[config.mk]
export PLATFORM = sky130hd
export DESIGN_NAME = tga_rle_pixel_decoder_top
export DESIGN_NICKNAME = d
export VERILOG_FILES = /design/src/hdl/tgarle_pkg.sv /design/src/hdl/tgarle_front.sv /design/src/hdl/tgarle_queue.sv /design/src/hdl/tgarle_back.sv /design/src/hdl/tga_rle_pixel_decoder_top.sv
export SDC_FILE = /design/constraint.sdc
export NUM_CORES = 1
export LEC_CHECK = 0
export ABC_AREA = 1
export BUFFER_PORTS_ARGS = -buffer_cell sky130_fd_sc_hd__buf_2
export CORE_MARGIN = 5
export CORE_UTILIZATION = 25
export CTS_BUF_LIST = sky130_fd_sc_hd__clkbuf_4
export DETAILED_ROUTE_END_ITERATION = 8
export PLACE_DENSITY = 0.45
export SETUP_SLACK_MARGIN = 0.5
export SYNTH_ARGS = -nofsm -noshare
export SYNTH_HDL_FRONTEND = slang
export SYNTH_SLANG_ARGS = --single-unit
[constraint.sdc]
create_clock -name clk -period 6.1 [get_ports clk]
set_clock_uncertainty 0.2 [all_clocks]
set_input_delay 1.22 -clock clk [delete_from_list [all_inputs] [get_ports clk]]
set_output_delay 1.22 -clock clk [all_outputs]
set_load 0.03 [all_outputs]
[src/hdl/tgarle_pkg.sv]
package tgarle_pkg;

	localparam int unsigned BPP_W         = 3;
	localparam int unsigned PIX_CNT_W     = 30;
	localparam int unsigned CFG_DATA_W    = 30;
	localparam int unsigned CFG_IDX_W     = 1;
	localparam int unsigned QUEUE_DEPTH_DEF = 4;

	localparam logic [CFG_IDX_W-1:0] CFG_IDX_BPP         = 1'b0;
	localparam logic [CFG_IDX_W-1:0] CFG_IDX_PIXEL_COUNT = 1'b1;

	localparam logic [BPP_W-1:0]     BPP_RESET   = 3'd3;
	localparam logic [BPP_W-1:0]     BPP_ALPHA   = 3'd4;
	localparam logic [PIX_CNT_W-1:0] PIX_CNT_RESET = 30'd1;

	localparam logic [7:0] RUN_BIAS = 8'd127;

	typedef enum logic [1:0] {
		PH_HEADER,
		PH_PIXEL,
		PH_HALT
	} phase_t;

	typedef struct packed {
		logic [7:0] data_byte;
		logic       frame_start;
	} in_item_t;

	// byte plus its reading as a packet header
	typedef struct packed {
		logic [7:0] data_byte;
		logic       frame_start;
		logic       hdr_run;
		logic [7:0] hdr_len;
	} cls_item_t;

	typedef struct packed {
		logic [7:0]           blue;
		logic [7:0]           green;
		logic [7:0]           red;
		logic [7:0]           alpha;
		logic [7:0]           repeat_count;
		logic [PIX_CNT_W-1:0] first_index;
		logic                 last;
		logic                 error;
	} out_item_t;

endpackage

[src/hdl/tgarle_front.sv]
module tgarle_front (
	input  logic                 clk,
	input  logic                 arst_n,
	input  logic                 in_valid,
	output logic                 in_ready,
	input  tgarle_pkg::in_item_t in_data,
	output logic                 push_valid,
	input  logic                 push_ready,
	output tgarle_pkg::cls_item_t push_data
);
	import tgarle_pkg::*;

	logic      valid_s1;
	cls_item_t item_s1;
	cls_item_t item_cls;

	always_comb begin
		item_cls.data_byte   = in_data.data_byte;
		item_cls.frame_start = in_data.frame_start;
		item_cls.hdr_run     = in_data.data_byte[7];
		// raw: header+1 pixels, run: header-127 copies
		if (in_data.data_byte[7]) begin
			item_cls.hdr_len = in_data.data_byte - RUN_BIAS;
		end else begin
			item_cls.hdr_len = in_data.data_byte + 8'd1;
		end
	end

	assign in_ready   = !valid_s1 || push_ready;
	assign push_valid = valid_s1;
	assign push_data  = item_s1;

	always_ff @(posedge clk or negedge arst_n) begin
		if (!arst_n) begin
			valid_s1 <= 1'b0;
		end else if (in_ready) begin
			valid_s1 <= in_valid;
		end
	end

	always_ff @(posedge clk) begin
		if (in_ready && in_valid) begin
			item_s1 <= item_cls;
		end
	end

endmodule

[src/hdl/tgarle_queue.sv]
module tgarle_queue #(
	parameter int unsigned DEPTH = tgarle_pkg::QUEUE_DEPTH_DEF
) (
	input  logic                  clk,
	input  logic                  arst_n,
	input  logic                  push_valid,
	output logic                  push_ready,
	input  tgarle_pkg::cls_item_t push_data,
	output logic                  pop_valid,
	input  logic                  pop_ready,
	output tgarle_pkg::cls_item_t pop_data
);
	import tgarle_pkg::*;

	localparam int unsigned PTR_W = (DEPTH > 1) ? $clog2(DEPTH) : 1;
	localparam int unsigned CNT_W = $clog2(DEPTH + 1);

	cls_item_t        slot_q [DEPTH];
	logic [PTR_W-1:0] wr_ptr_q;
	logic [PTR_W-1:0] rd_ptr_q;
	logic [CNT_W-1:0] count_q;
	logic             do_push;
	logic             do_pop;

	assign push_ready = count_q != CNT_W'(DEPTH);
	assign pop_valid  = count_q != '0;
	assign pop_data   = slot_q[rd_ptr_q];
	assign do_push    = push_valid && push_ready;
	assign do_pop     = pop_valid && pop_ready;

	always_ff @(posedge clk or negedge arst_n) begin
		if (!arst_n) begin
			wr_ptr_q <= '0;
			rd_ptr_q <= '0;
			count_q  <= '0;
		end else begin
			if (do_push) begin
				wr_ptr_q <= (wr_ptr_q == PTR_W'(DEPTH - 1)) ? '0 : wr_ptr_q + 1'b1;
			end
			if (do_pop) begin
				rd_ptr_q <= (rd_ptr_q == PTR_W'(DEPTH - 1)) ? '0 : rd_ptr_q + 1'b1;
			end
			if (do_push && !do_pop) begin
				count_q <= count_q + 1'b1;
			end else if (do_pop && !do_push) begin
				count_q <= count_q - 1'b1;
			end
		end
	end

	always_ff @(posedge clk) begin
		if (do_push) begin
			slot_q[wr_ptr_q] <= push_data;
		end
	end

endmodule

[src/hdl/tgarle_back.sv]
module tgarle_back (
	input  logic                  clk,
	input  logic                  arst_n,
	input  logic                  cfg_we,
	input  logic [tgarle_pkg::CFG_IDX_W-1:0]  cfg_index,
	input  logic [tgarle_pkg::CFG_DATA_W-1:0] cfg_data,
	input  logic                  pop_valid,
	output logic                  pop_ready,
	input  tgarle_pkg::cls_item_t pop_data,
	output logic                  out_valid,
	input  logic                  out_ready,
	output tgarle_pkg::out_item_t out_data
);
	import tgarle_pkg::*;

	logic [BPP_W-1:0]     bpp_q;
	logic [PIX_CNT_W-1:0] pix_count_q;

	phase_t               phase_q;
	phase_t               phase_d;
	logic [7:0]           packet_left_q;
	logic [7:0]           packet_left_d;
	logic                 is_run_q;
	logic                 is_run_d;
	logic [1:0]           byte_pos_q;
	logic [1:0]           byte_pos_d;
	logic [7:0]           pix_byte_q [3];
	logic [PIX_CNT_W-1:0] done_q;
	logic [PIX_CNT_W-1:0] done_d;

	logic                 out_valid_q;
	out_item_t            out_q;

	logic                 take;
	phase_t               phase_eff;
	logic [PIX_CNT_W-1:0] done_eff;
	logic                 bpp4;
	logic                 pix_end;
	logic                 store_en;
	logic [1:0]           store_idx;
	logic [7:0]           count;
	logic [7:0]           left_after;
	logic [PIX_CNT_W-1:0] limit;
	logic [PIX_CNT_W-1:0] remaining;
	logic                 fills;
	logic [7:0]           rep;
	logic                 emit;
	out_item_t            res;

	assign pop_ready = !out_valid_q || out_ready;
	assign take      = pop_valid && pop_ready;
	assign out_valid = out_valid_q;
	assign out_data  = out_q;

	always_ff @(posedge clk or negedge arst_n) begin
		if (!arst_n) begin
			bpp_q       <= BPP_RESET;
			pix_count_q <= PIX_CNT_RESET;
		end else if (cfg_we) begin
			case (cfg_index)
				CFG_IDX_BPP:         bpp_q <= cfg_data[BPP_W-1:0];
				CFG_IDX_PIXEL_COUNT: pix_count_q <= cfg_data[PIX_CNT_W-1:0];
				default: ;
			endcase
		end
	end

	always_comb begin
		phase_eff  = pop_data.frame_start ? PH_HEADER : phase_q;
		done_eff   = pop_data.frame_start ? '0 : done_q;
		bpp4       = bpp_q == BPP_ALPHA;
		pix_end    = bpp4 ? (byte_pos_q == 2'd3) : (byte_pos_q >= 2'd2);
		store_idx  = (byte_pos_q == 2'd3) ? 2'd0 : byte_pos_q;
		count      = is_run_q ? packet_left_q : 8'd1;
		left_after = is_run_q ? 8'd0 : packet_left_q - 8'd1;
		limit      = (pix_count_q == '0) ? PIX_CNT_W'(1) : pix_count_q;
		remaining  = (done_eff < limit) ? limit - done_eff : '0;
		fills      = {{(PIX_CNT_W-8){1'b0}}, count} >= remaining;
		// clipped count is at most the packet length, so it fits in a byte
		rep        = fills ? remaining[7:0] : count;

		res.blue         = pix_byte_q[0];
		res.green        = pix_byte_q[1];
		res.red          = bpp4 ? pix_byte_q[2] : pop_data.data_byte;
		res.alpha        = bpp4 ? pop_data.data_byte : 8'd0;
		res.repeat_count = rep;
		res.first_index  = done_eff;
		res.last         = fills;
		res.error        = fills && (({{(PIX_CNT_W-8){1'b0}}, count} > remaining)
			|| (left_after != 8'd0));

		phase_d       = phase_q;
		packet_left_d = packet_left_q;
		is_run_d      = is_run_q;
		byte_pos_d    = byte_pos_q;
		done_d        = done_eff;
		store_en      = 1'b0;
		emit          = 1'b0;

		case (phase_eff)
			PH_HEADER: begin
				is_run_d      = pop_data.hdr_run;
				packet_left_d = pop_data.hdr_len;
				byte_pos_d    = 2'd0;
				phase_d       = PH_PIXEL;
			end
			PH_PIXEL: begin
				if (!pix_end) begin
					store_en   = 1'b1;
					byte_pos_d = byte_pos_q + 2'd1;
				end else begin
					emit       = 1'b1;
					byte_pos_d = 2'd0;
					done_d     = done_eff + {{(PIX_CNT_W-8){1'b0}}, rep};
					if (fills) begin
						phase_d = PH_HALT;
					end else begin
						packet_left_d = left_after;
						if (left_after == 8'd0) begin
							phase_d = PH_HEADER;
						end
					end
				end
			end
			PH_HALT: ;
			default: ;
		endcase
	end

	always_ff @(posedge clk or negedge arst_n) begin
		if (!arst_n) begin
			phase_q       <= PH_HEADER;
			packet_left_q <= '0;
			is_run_q      <= 1'b0;
			byte_pos_q    <= '0;
			done_q        <= '0;
			out_valid_q   <= 1'b0;
		end else begin
			if (take) begin
				phase_q       <= phase_d;
				packet_left_q <= packet_left_d;
				is_run_q      <= is_run_d;
				byte_pos_q    <= byte_pos_d;
				done_q        <= done_d;
			end
			if (take && emit) begin
				out_valid_q <= 1'b1;
			end else if (out_ready) begin
				out_valid_q <= 1'b0;
			end
		end
	end

	always_ff @(posedge clk) begin
		if (take && store_en) begin
			pix_byte_q[store_idx] <= pop_data.data_byte;
		end
		if (take && emit) begin
			out_q <= res;
		end
	end

endmodule

[src/hdl/tga_rle_pixel_decoder_top.sv]
// targa run-length pixel decoder
// input channel (in_valid/in_ready/in_data): one byte of the compressed stream per
// transaction; frame_start set on the first packet header of a frame clears the decoder
// output channel (out_valid/out_ready/out_data): one transaction per finished pixel
// with colour, repeat count, first pixel index, last and error; runs leave as one
// transaction and are expanded downstream
// config port: cfg_we with cfg_index 0 writes bytes per pixel, 1 writes pixel count
// throughput is one byte per cycle unless the receiver stalls the output
// an accepted byte passes the front register and a queue slot, and the result it
// finishes is held in the output register
// after reset: 3 bytes per pixel, pixel count 1, expecting a packet header
// when the receiver stalls the output register holds, the back end stops popping,
// the queue fills and in_ready falls only once front register and queue are full
// after a result with last set, bytes are dropped until one with frame_start arrives
module tga_rle_pixel_decoder_top #(
	parameter int unsigned QUEUE_DEPTH = tgarle_pkg::QUEUE_DEPTH_DEF
) (
	input  logic                  clk,
	input  logic                  arst_n,
	input  logic                  in_valid,
	output logic                  in_ready,
	input  tgarle_pkg::in_item_t  in_data,
	output logic                  out_valid,
	input  logic                  out_ready,
	output tgarle_pkg::out_item_t out_data,
	input  logic                  cfg_we,
	input  logic [tgarle_pkg::CFG_IDX_W-1:0]  cfg_index,
	input  logic [tgarle_pkg::CFG_DATA_W-1:0] cfg_data
);
	import tgarle_pkg::*;

	logic      push_valid;
	logic      push_ready;
	cls_item_t push_data;
	logic      pop_valid;
	logic      pop_ready;
	cls_item_t pop_data;

	tgarle_front u_front (
		.clk        (clk),
		.arst_n     (arst_n),
		.in_valid   (in_valid),
		.in_ready   (in_ready),
		.in_data    (in_data),
		.push_valid (push_valid),
		.push_ready (push_ready),
		.push_data  (push_data)
	);

	tgarle_queue #(
		.DEPTH (QUEUE_DEPTH)
	) u_queue (
		.clk        (clk),
		.arst_n     (arst_n),
		.push_valid (push_valid),
		.push_ready (push_ready),
		.push_data  (push_data),
		.pop_valid  (pop_valid),
		.pop_ready  (pop_ready),
		.pop_data   (pop_data)
	);

	tgarle_back u_back (
		.clk       (clk),
		.arst_n    (arst_n),
		.cfg_we    (cfg_we),
		.cfg_index (cfg_index),
		.cfg_data  (cfg_data),
		.pop_valid (pop_valid),
		.pop_ready (pop_ready),
		.pop_data  (pop_data),
		.out_valid (out_valid),
		.out_ready (out_ready),
		.out_data  (out_data)
	);

endmodule

==> run_results.csv <==
group,metric,value,unit
worst_setup_path,r2r-start,"u_back.pix_count_q[26]",
worst_setup_path,critPathSlowestCell,"or4_4",
route,post_drt_wl_per_cell,15.05,um
synthesis,syn_area,14330,sq um
clocking,clk_path_buf_depth,3,
synthesis,synth_edf_count,181,
route,wl_met1,20.00,mm
route,maxUsedRoutingLayer,"met4",
min_path,min-delay-start,"u_back.pix_byte_q[0][1]",
die,die_w,249.4,um
worst_setup_path,cp-end-kind,"flip-flop",
worst_setup_path,cp_max_fo,6,
route,antenna_left,0,
final_layout,post-route-util,34.31,%
worst_setup_path,max_stage_delay,550,ps
synthesis,yosys.cell_types.count,54,
clocking,cts_tree,"yes",
route,wl_met2,19.61,mm
placed_design,place_hpwl,31.93,mm
global_route,grt_max_degree,51,
route,dr_total_vias,11800,
placed_design,io_buffers,118,
synthesis,ys_warn_count,0,
power,ir_drop,0.0001418,V
final_layout,drive_above_1_share,33.97,%
worst_setup_path,cp-startpoint,"u_back.pix_count_q[26]",
sta,rsz0062_at_grt,"yes",
route,dr.pass1.iters,5,
die,core_area,56600,sq um
global_route,antenna_found_initial,1,
clocking,root_buffer,"clkbuf_4",
route,wl_met3,2.085,mm
route,vias_per_cell,4.150,
worst_setup_path,worstSetupPathType,"flip-flop to flip-flop",
synthesis,synth_commonest_cells,"nand2_1, inv_1, edfxtp_1",
sta,relSlewSlack,29.29,%
power,leakagePower,9.027,nW
sta,post-route-period-util,106.8,%
clocking,htree_num_levels,3,
clocking,cts.sinks,266,
synthesis,synth_cells,1611,
synthesis,seq_area_frac_synth,52.79,%
worst_setup_path,worstPathArrival,6970,ps
synthesis,synth_area_leaders,"edfxtp_1, dfrtp_1, nand2_1",
global_route,grt_pass1_wl,67.79,mm
clocking,cts-buffers-inserted,77,
synthesis,netlist.area_leader.share,37.92,%
sta,finalCriticalPeriod,6518,ps
sta,drv_slew,0,
clocking,path_clk_slew,60,ps
die,start_util,25.32,%
route,drt-initial-drc-count,514,
power,p_per_area,415.6,nW/um^2
clocking,clk-insertion-delay-late,800,ps
synthesis,avgSynthCellArea,8.897,sq um
synthesis,synth_top_area_cell,"edfxtp_1",
sta,hold_viol,0,
worst_setup_path,cp_data_required_time,6550,ps
route,routed_wl,42.81,mm
placed_design,gp_congestion,0.8695,
status,failed_checks,"setup timing",
die,io_pins,119,
die,die_y,249.4,um
sta,fmax,153.4,MHz
synthesis,ys_ff_latch,266,
sta,finalSetupViolCount,23,
synthesis,synthesis.nets,1717,
sta,hold_ws,218.1,ps
final_layout,finalNonFillerCells,2844,
global_route,grt_usage,13.70,%
status,status,"complete, but fails checks",
route,drc,0,
placed_design,dpl.cell_count,2661,
clocking,cts_hold_buf,0,
worst_setup_path,critPathLaunchType,"flip-flop",
run,cap_viol_max_count,0,
sta,worstMarginPinSlew,1060,ps
global_route,grt-ovfl-total,0,
die,rows,87,
sta,fin_ws,-417.7,ps
final_layout,nFillCells,6000,
synthesis,synth.most_common_cell,"nand2_1",
final_layout,syn_to_final_growth,35.49,%
global_route,grt_pass1_vias,12200,
die,die_area,62220,sq um
min_path,hp-class,"flip-flop to flip-flop",
synthesis,async_flop_share,31.95,%
synthesis,synthFlopType,"edfxtp_1",
final_layout,layout.nets,2137,
worst_setup_path,crit_path_frequent_cell,"nand2_2",
==> per-stage QoR <==
stage	cell area, sq um	setup WS [ps]	power, mW	TNS (ps)
3_5_place_dp	17550	-706.4	6.103	-10460
4_1_cts	19120	-401.8	8.106	-5658
3_3_place_gp	17550	-488.9	6.071	-6281
6_report	19420	-417.7	8.071	-5358
2_1_floorplan	14530	-14.97	4.771	-14.97
5_1_grt	19420	-808.1	8.755	-14810
==> worst paths after layout <==
path	end	slack, ps	depth (start not counted)
worst min register to register	out_data[65]	220	0
max in group asynchronous	u_back.byte_pos_q[0]	4310	2
min in group asynchronous	u_back.pix_count_q[15]	250	1
worst max register to register	u_back.done_q[24]	-420	44
worst max-delay path	u_back.done_q[24]	-420	44
worst min-delay path	out_data[65]	220	0
==> power breakdown <==
group / switching (mW) / leakage, nW / total [mW] / internal, mW
sequential: 0.168 / 2.74 / 2.61 / 2.44
clock: 0.790 / 0.603 / 1.75 / 0.957
combinational: 2.30 / 5.68 / 3.72 / 1.41
==> critical path: cells and delay by family, from the launching register on <==
family	cells	cell delay [ps]
DFF	1	390
adders and majority gates	5	1360
xor gates and xnor gates	1	140
buffers and inverters	6	550
and+or+nand+nor	24	2860
AOI/OAI and AO/OA	8	900
==> repair_timing <==
action,4_1_cts,5_1_grt
pin swaps,42,24
hold endpoints to repair,0,0
buffers inserted,37,10
gates resized for setup,59,48
setup endpoints to repair,29,29
==> logic make-up (layout without fill, tap and decap cells) <==
logic type,after synthesis,after routing,synth area share (%)
AOI/OAI and AO/OA,137,137,5.413
and+or+nand+nor,760,760,23.23
DFF,266,266,52.79
other,0,1,0
adders and majority gates,61,61,5.482
xor gates and xnor gates,37,37,2.261
buffers and inverters,323,799,8.704
muxes,27,27,2.121
==> cell usage in the layout, fill, tap and decap left out, types with 13 or more instances in the layout <==
| cell type | n |
|---|---|
| ha_1 | 43 |
| nand2_2 | 28 |
| a21oi_1 | 34 |
| mux2_2 | 27 |
| inv_2 | 13 |
| o21ai_0 | 56 |
| xor2_1 | 26 |
| clkinv_1 | 14 |
| nand2_1 | 430 |
| ha_4 | 14 |
| dfrtp_1 | 81 |
| nor2_4 | 17 |
| edfxtp_1 | 181 |
| nor2_1 | 113 |
| inv_1 | 251 |
| nand3_1 | 71 |
| clkbuf_4 | 109 |
| buf_2 | 117 |
| buf_4 | 254 |
| nand4_1 | 17 |
| buf_6 | 21 |
| nor2_2 | 25 |
==> layout make-up <==
type / count / area [sq um] / share of cell area, %
Antenna cell: 1 / 2.502 / 0.01289
Tap cell: 756 / 945.9 / 4.871
Multi-Input combinational cell: 1022 / 6087 / 31.35
Clock inverter: 26 / 202.7 / 1.044
Sequential cell: 266 / 7567 / 38.97
Clock buffer: 109 / 818.3 / 4.214
Timing Repair Buffer: 394 / 2764 / 14.23
Inverter: 270 / 1031 / 5.309
==> state kept, by name, summed over array words and instances, names as in the netlist, 8 cells and up <==
signal / cells
out_data: 16
u_back.done_q: 30
u_back.out_data: 56
u_back.packet_left_q: 8
u_back.pix_byte_q: 24
u_back.pix_count_q: 30
u_front.push_data: 17
u_queue.slot_q: 68
==> routing by layer <==
layer	GRT usage, %	up-vias
li1	-	6060
met1	18.23	5447
met2	22.06	226
met3	2.936	69
met4	5.033	0
met5	0	-
No activity file was read; power rests on OpenSTA's default activity.
